`src/rtl/biquad_lowpass_with_warmup_top_macros.svh`:
```
// Assertion helpers shared by the filter RTL.
// Both expect a signal named clk, and BIQ_ASSERT also rst_n, in the module that uses them.
`ifndef BIQUAD_LOWPASS_WITH_WARMUP_TOP_MACROS_SVH
`define BIQUAD_LOWPASS_WITH_WARMUP_TOP_MACROS_SVH

`ifndef SYNTH

// checked only outside reset
`define BIQ_ASSERT(lbl, prop, msg) \
    lbl: assert property (@(posedge clk) disable iff (!rst_n) prop) else $error(msg);

// checked on every edge, reset included
`define BIQ_ASSERT_ALWAYS(lbl, prop, msg) \
    lbl: assert property (@(posedge clk) prop) else $error(msg);

`else

`define BIQ_ASSERT(lbl, prop, msg)
`define BIQ_ASSERT_ALWAYS(lbl, prop, msg)

`endif

`endif

```
`src/rtl/biq_pkg.sv`:
```
package biq_pkg;

    localparam int DEF_SAMPLE_WIDTH = 32;
    localparam int DEF_COEF_WIDTH   = 24;

    // Q3.20 coefficients
    localparam int FRAC_BITS = 20;
    localparam int COEF_ONE  = 1 << FRAC_BITS;

    localparam int WARMUP_WIDTH = 8;
    localparam logic [WARMUP_WIDTH-1:0] WARMUP_RESET = 8'd100;
    localparam logic [WARMUP_WIDTH-1:0] WARMUP_MAX   = '1;

    localparam int CFG_INDEX_WIDTH = 3;

    localparam logic [CFG_INDEX_WIDTH-1:0] REG_COEF_B0    = 3'd0;
    localparam logic [CFG_INDEX_WIDTH-1:0] REG_COEF_B1    = 3'd1;
    localparam logic [CFG_INDEX_WIDTH-1:0] REG_COEF_B2    = 3'd2;
    localparam logic [CFG_INDEX_WIDTH-1:0] REG_COEF_A1    = 3'd3;
    localparam logic [CFG_INDEX_WIDTH-1:0] REG_COEF_A2    = 3'd4;
    localparam logic [CFG_INDEX_WIDTH-1:0] REG_WARMUP_LEN = 3'd5;

endpackage

```
`src/rtl/biq_cfg.sv`:
```
module biq_cfg
    import biq_pkg::*;
#(
    parameter int COEF_WIDTH = DEF_COEF_WIDTH,
    parameter int DATA_WIDTH = (DEF_COEF_WIDTH > WARMUP_WIDTH) ? DEF_COEF_WIDTH : WARMUP_WIDTH
)
(
    input  logic                          clk,
    input  logic                          rst_n,
    input  logic                          cfg_we,
    input  logic [CFG_INDEX_WIDTH-1:0]    cfg_index,
    input  logic [DATA_WIDTH-1:0]         cfg_data,
    output logic signed [COEF_WIDTH-1:0]  coef_b0,
    output logic signed [COEF_WIDTH-1:0]  coef_b1,
    output logic signed [COEF_WIDTH-1:0]  coef_b2,
    output logic signed [COEF_WIDTH-1:0]  coef_a1,
    output logic signed [COEF_WIDTH-1:0]  coef_a2,
    output logic [WARMUP_WIDTH-1:0]       warmup_len
);

    logic signed [COEF_WIDTH-1:0] coef_b0_reg;
    logic signed [COEF_WIDTH-1:0] coef_b1_reg;
    logic signed [COEF_WIDTH-1:0] coef_b2_reg;
    logic signed [COEF_WIDTH-1:0] coef_a1_reg;
    logic signed [COEF_WIDTH-1:0] coef_a2_reg;
    logic [WARMUP_WIDTH-1:0]      warmup_len_reg;

    always_ff @(posedge clk or negedge rst_n)
    begin
        if (!rst_n)
        begin
            coef_b0_reg    <= COEF_WIDTH'(COEF_ONE);
            coef_b1_reg    <= '0;
            coef_b2_reg    <= '0;
            coef_a1_reg    <= '0;
            coef_a2_reg    <= '0;
            warmup_len_reg <= WARMUP_RESET;
        end
        else if (cfg_we)
        begin
            unique case (cfg_index)
                REG_COEF_B0:    coef_b0_reg    <= cfg_data[COEF_WIDTH-1:0];
                REG_COEF_B1:    coef_b1_reg    <= cfg_data[COEF_WIDTH-1:0];
                REG_COEF_B2:    coef_b2_reg    <= cfg_data[COEF_WIDTH-1:0];
                REG_COEF_A1:    coef_a1_reg    <= cfg_data[COEF_WIDTH-1:0];
                REG_COEF_A2:    coef_a2_reg    <= cfg_data[COEF_WIDTH-1:0];
                REG_WARMUP_LEN: warmup_len_reg <= cfg_data[WARMUP_WIDTH-1:0];
                default: ;  // unmapped index, dropped
            endcase
        end
    end

    assign coef_b0    = coef_b0_reg;
    assign coef_b1    = coef_b1_reg;
    assign coef_b2    = coef_b2_reg;
    assign coef_a1    = coef_a1_reg;
    assign coef_a2    = coef_a2_reg;
    assign warmup_len = warmup_len_reg;

endmodule

```
`config.mk`:
```
export PLATFORM = sky130hd
export DESIGN_NAME = biq_cfg
export DESIGN_NICKNAME = d
export VERILOG_FILES = /design/src/rtl/biquad_lowpass_with_warmup_top_macros.svh /design/src/rtl/biq_pkg.sv /design/src/rtl/biq_cfg.sv
export SDC_FILE = /design/constraint.sdc
export NUM_CORES = 1
export LEC_CHECK = 0
export ABC_AREA = 1
export BUFFER_PORTS_ARGS = -buffer_cell sky130_fd_sc_hd__buf_4
export CAP_MARGIN = 10
export CORE_ASPECT_RATIO = 1.75
export CORE_MARGIN = 10
export CORE_UTILIZATION = 31
export CTS_BUF_LIST = sky130_fd_sc_hd__clkbuf_8
export DETAILED_ROUTE_END_ITERATION = 7
export PLACE_DENSITY = 0.67
export SLEW_MARGIN = 20
export SYNTH_ARGS = -nofsm -noshare
export SYNTH_HDL_FRONTEND = slang
export SYNTH_SLANG_ARGS = --single-unit
```
`constraint.sdc`:
```
create_clock -name clk -period 0.8 [get_ports clk]
set_clock_uncertainty 0.05 [all_clocks]
set_input_delay 0.24 -clock clk [delete_from_list [all_inputs] [get_ports clk]]
set_output_delay 0.24 -clock clk [all_outputs]
set_load 0.005 [all_outputs]
```
==> flow_summary.rst <==
.. list-table::
   :header-rows: 1

   * - Metric
     - Value
   * - Status
     - finished, violations left
   * - Violations in the final reports
     - negative setup slack
   * - Post-synthesis cell count
     - between 500 and 600
   * - Die width
     - about 120 um
   * - Effective utilization at floorplan
     - 31.62%
   * - List of cells traversed by the critical path
     - buf_6
   * - First DRT Iteration DRCs
     - 310
   * - Launching point of the worst reg2reg path
     - coef_b2[13]
   * - Max-capacitance violation count
     - 0
   * - TritonRoute pass-1 iters
     - 5
   * - Grt ovf
     - 0
   * - Clock H-tree levels
     - 4
   * - Largest fanout of any net on the critical path
     - 2
   * - Required arrival time at the worst endpoint
     - just over 0.5 ns
   * - Largest buffer count on any clock path
     - 2
   * - Fraction of final layout cells with drive strength greater than 1
     - roughly 45%
   * - Critical path data arrival time
     - roughly 1.1 ns
   * - Clock root buffer
     - clkbuf_8
   * - Vias per Instance
     - 4.871
   * - Number of max-slew violations in the final report
     - 0
   * - Pin count of the biggest net entering global routing
     - 37
   * - Final core utilization
     - ~54%
   * - Initial antenna violation count
     - 0
   * - Buffers & Inverters on Critical Path
     - 1
   * - Number of buffers added by the clock tree synthesis step
     - 17
   * - Average cell area after synthesis
     - 8.927 sq um
   * - Period minus WS final
     - ~1.4 ns
   * - Number of cells on the worst hold path
     - 3
   * - Via count of the first global-routing pass
     - slightly above 5,000
   * - Instance count on the critical path
     - 1
   * - Post-Synthesis Cell Area
     - slightly above 5000 sq um
   * - Max stage delay on crit path
     - about 0.56 ns
   * - Maximum vdd ir drop
     - roughly 1.1 mV
   * - Power per Cell Area
     - 2457 nW/um^2
   * - Startpoint of the most critical setup path
     - warmup_len[5]
   * - Hold Startpoint
     - cfg_data[10]
   * - Slowest library cell on the worst path
     - dfstp_2
   * - Final Cycle Share
     - 171.2%
   * - Startpoint type of the worst setup path
     - flip-flop
   * - Setup-violating endpoint count in the final report
     - about 150
   * - Slew headroom
     - 81.45%
   * - Cell row count
     - 61
   * - Later-pin clock latency in the skew report
     - 0.42 ns
   * - Hold Violations, Final
     - 0
   * - Area inside the core boundary
     - ~16,000 sq um
   * - First-pass GRT wire length
     - a little under 30,000 um
   * - Final HPWL from detailed placement
     - 13,170 um
   * - Final instance area
     - 8677 sq um
   * - Highest metal used
     - met4
   * - Area growth from synthesis to layout
     - 72.04%
   * - Kind of end point of the critical path
     - output port
   * - Die height
     - 188.7 um
   * - Unrepaired setup endpoints after global routing
     - true
   * - Number of buffers added on ports
     - around 160
   * - Clock tree from TritonCTS
     - done
   * - Peak clock frequency supported by timing
     - between 700 and 800 MHz
   * - Cell area reported after detailed placement
     - 6728 sq um
   * - WL per Instance
     - 19.82 um
   * - Global placer's final weighted congestion
     - ~0.8
   * - Leakage
     - approximately 4.5 nW
   * - Routed length on met1
     - about 7200 um
   * - Count of nets left with antenna violations after detail routing
     - 0
   * - Antenna Cells
     - 0
   * - Number of register bits inferred by synthesis
     - 128
   * - Cell count of the worst reg-to-reg path
     - 4
   * - Top area cells in the synthesized netlist
     - dfrtp_1 62%, nand2_1 22%, nand3_1 9.5%, buf_2 2.3%, dfstp_2 2.1%
   * - Fraction of synthesized cell area taken by the top area cell type
     - 61.52%
   * - Number of vias in the routed layout
     - 4,934
   * - Slew at the pin closest to its max-slew limit
     - 0.2775 ns
   * - Final Total Pwr
     - 21.32 mW
   * - Final routed wirelength across all metal layers
     - around 20,000 um
   * - Unique cell type count in the Yosys netlist
     - 15
   * - Number of primary I/O pins
     - 158
   * - Cell taking the most area after synthesis
     - dfrtp_1
   * - Met2 Routed Length
     - between 10,000 and 15,000 um
   * - Final #Nets
     - 841
   * - Seq/Total Area, Yosys
     - between 60% and 70%
   * - Crit Path Category
     - flip-flop to output port
   * - Routed wire length on met3
     - 1299 um
   * - Number of synthesis warnings
     - 0
   * - Global Route Usage Sum
     - between 10% and 20%
   * - Clock transition at the register clock pins on the worst setup and hold paths after CTS
     - approximately 0.080 ns
   * - Worst Setup Slack, final
     - -0.5695 ns
   * - Die ar.
     - 21,970 sq um
   * - Number of DRC violations after detailed routing
     - 0
   * - Reg2Reg Setup Slack
     - -0.08 ns
   * - Net count after synthesis
     - between 500 and 600
   * - Clock net sink count
     - roughly 130
   * - Hold WC Path Type
     - input port to flip-flop
   * - CP delay by family, top
     - flip-flops
==> cell type report <==
class	instances	area [sq um]
sequential	128	3208
timing repair buffer	258	2859
clock inverter	15	196.4
clock buffer	17	234.0
tap	189	236.5
inverter	6	31.28
fill	1394	7274
multi-input combinational	400	1912
==> metal layers <==
metal,vias to the layer above,track usage (%)
met5,-,0
met3,47,4.453
met1,2404,18.69
met2,214,30.33
met4,0,8.075
li1,2269,-
==> worst paths after layout <==
| check | endpoint |
|---|---|
| worst max-delay path | warmup_len[5] |
| worst min-delay path | coef_a1[10] |
| worst max register to register | coef_b2[13] |
| worst min register to register | warmup_len[2] |
| max in group asynchronous | coef_b0[20] |
| min in group asynchronous | warmup_len[4] |
==> cells in the mapped netlist, drive strengths merged <==
master  number
dfrtp      124
dfstp        4
inv          5
clkbuf       2
clkinv       1
nand2      298
nand3       96
nor2         6
buf         29
==> cell families after synthesis <==
| kind of cell | share of synthesized area, % |
|---|---|
| DFF | 63.61 |
| and+or+nand+nor | 32.70 |
| buffers and inverters | 3.696 |
==> stage by stage <==
stage / setup TNS [ns] / hold WS, ns / worst slack [ns] / std cells
final: -57.81 / 0.01936 / -0.5695 / 1013
after CTS: -60.11 / 0.001049 / -0.5949 / 998
after global placement: -49.44 / 0.07764 / -0.4356 / 913
after global routing: -65.30 / 0.0004782 / -0.6229 / 1013
after detailed placement: -52.20 / 0.07411 / -0.4575 / 913
after floorplan: -16.10 / -0.1056 / -0.1644 / 565
==> power by group <==
part           switching, mW  internal (mW)  leakage, nW
registers               1.08           7.71         1.60
clock network           2.71           3.38        0.213
logic                   2.39           4.03         2.72
==> cell usage in the layout (no fill, tap or decap), types with 4 or more instances in the layout <==
cell	synthesis	final
nand2_4	0	8
clkbuf_8	0	17
dfstp_2	4	4
nand2_1	296	225
bufinv_16	0	4
buf_4	5	55
nor2_4	2	4
clkinv_4	0	4
dfrtp_1	124	124
nand3_1	96	95
nand2_2	2	63
buf_12	0	11
dlygate4sd3_1	0	6
buf_6	0	177
clkinv_2	0	4
==> timing repair <==
item                                   4_1_cts  5_1_grt
cloned                                       0        4
endpoints found under the hold margin      133        0
gates resized for setup                    129      136
pin swaps                                    1       36
setup endpoints to repair                  128      208
buffers inserted                            45       24
hold buffers                                 8        0
Power figures use the tool's default switching activity.
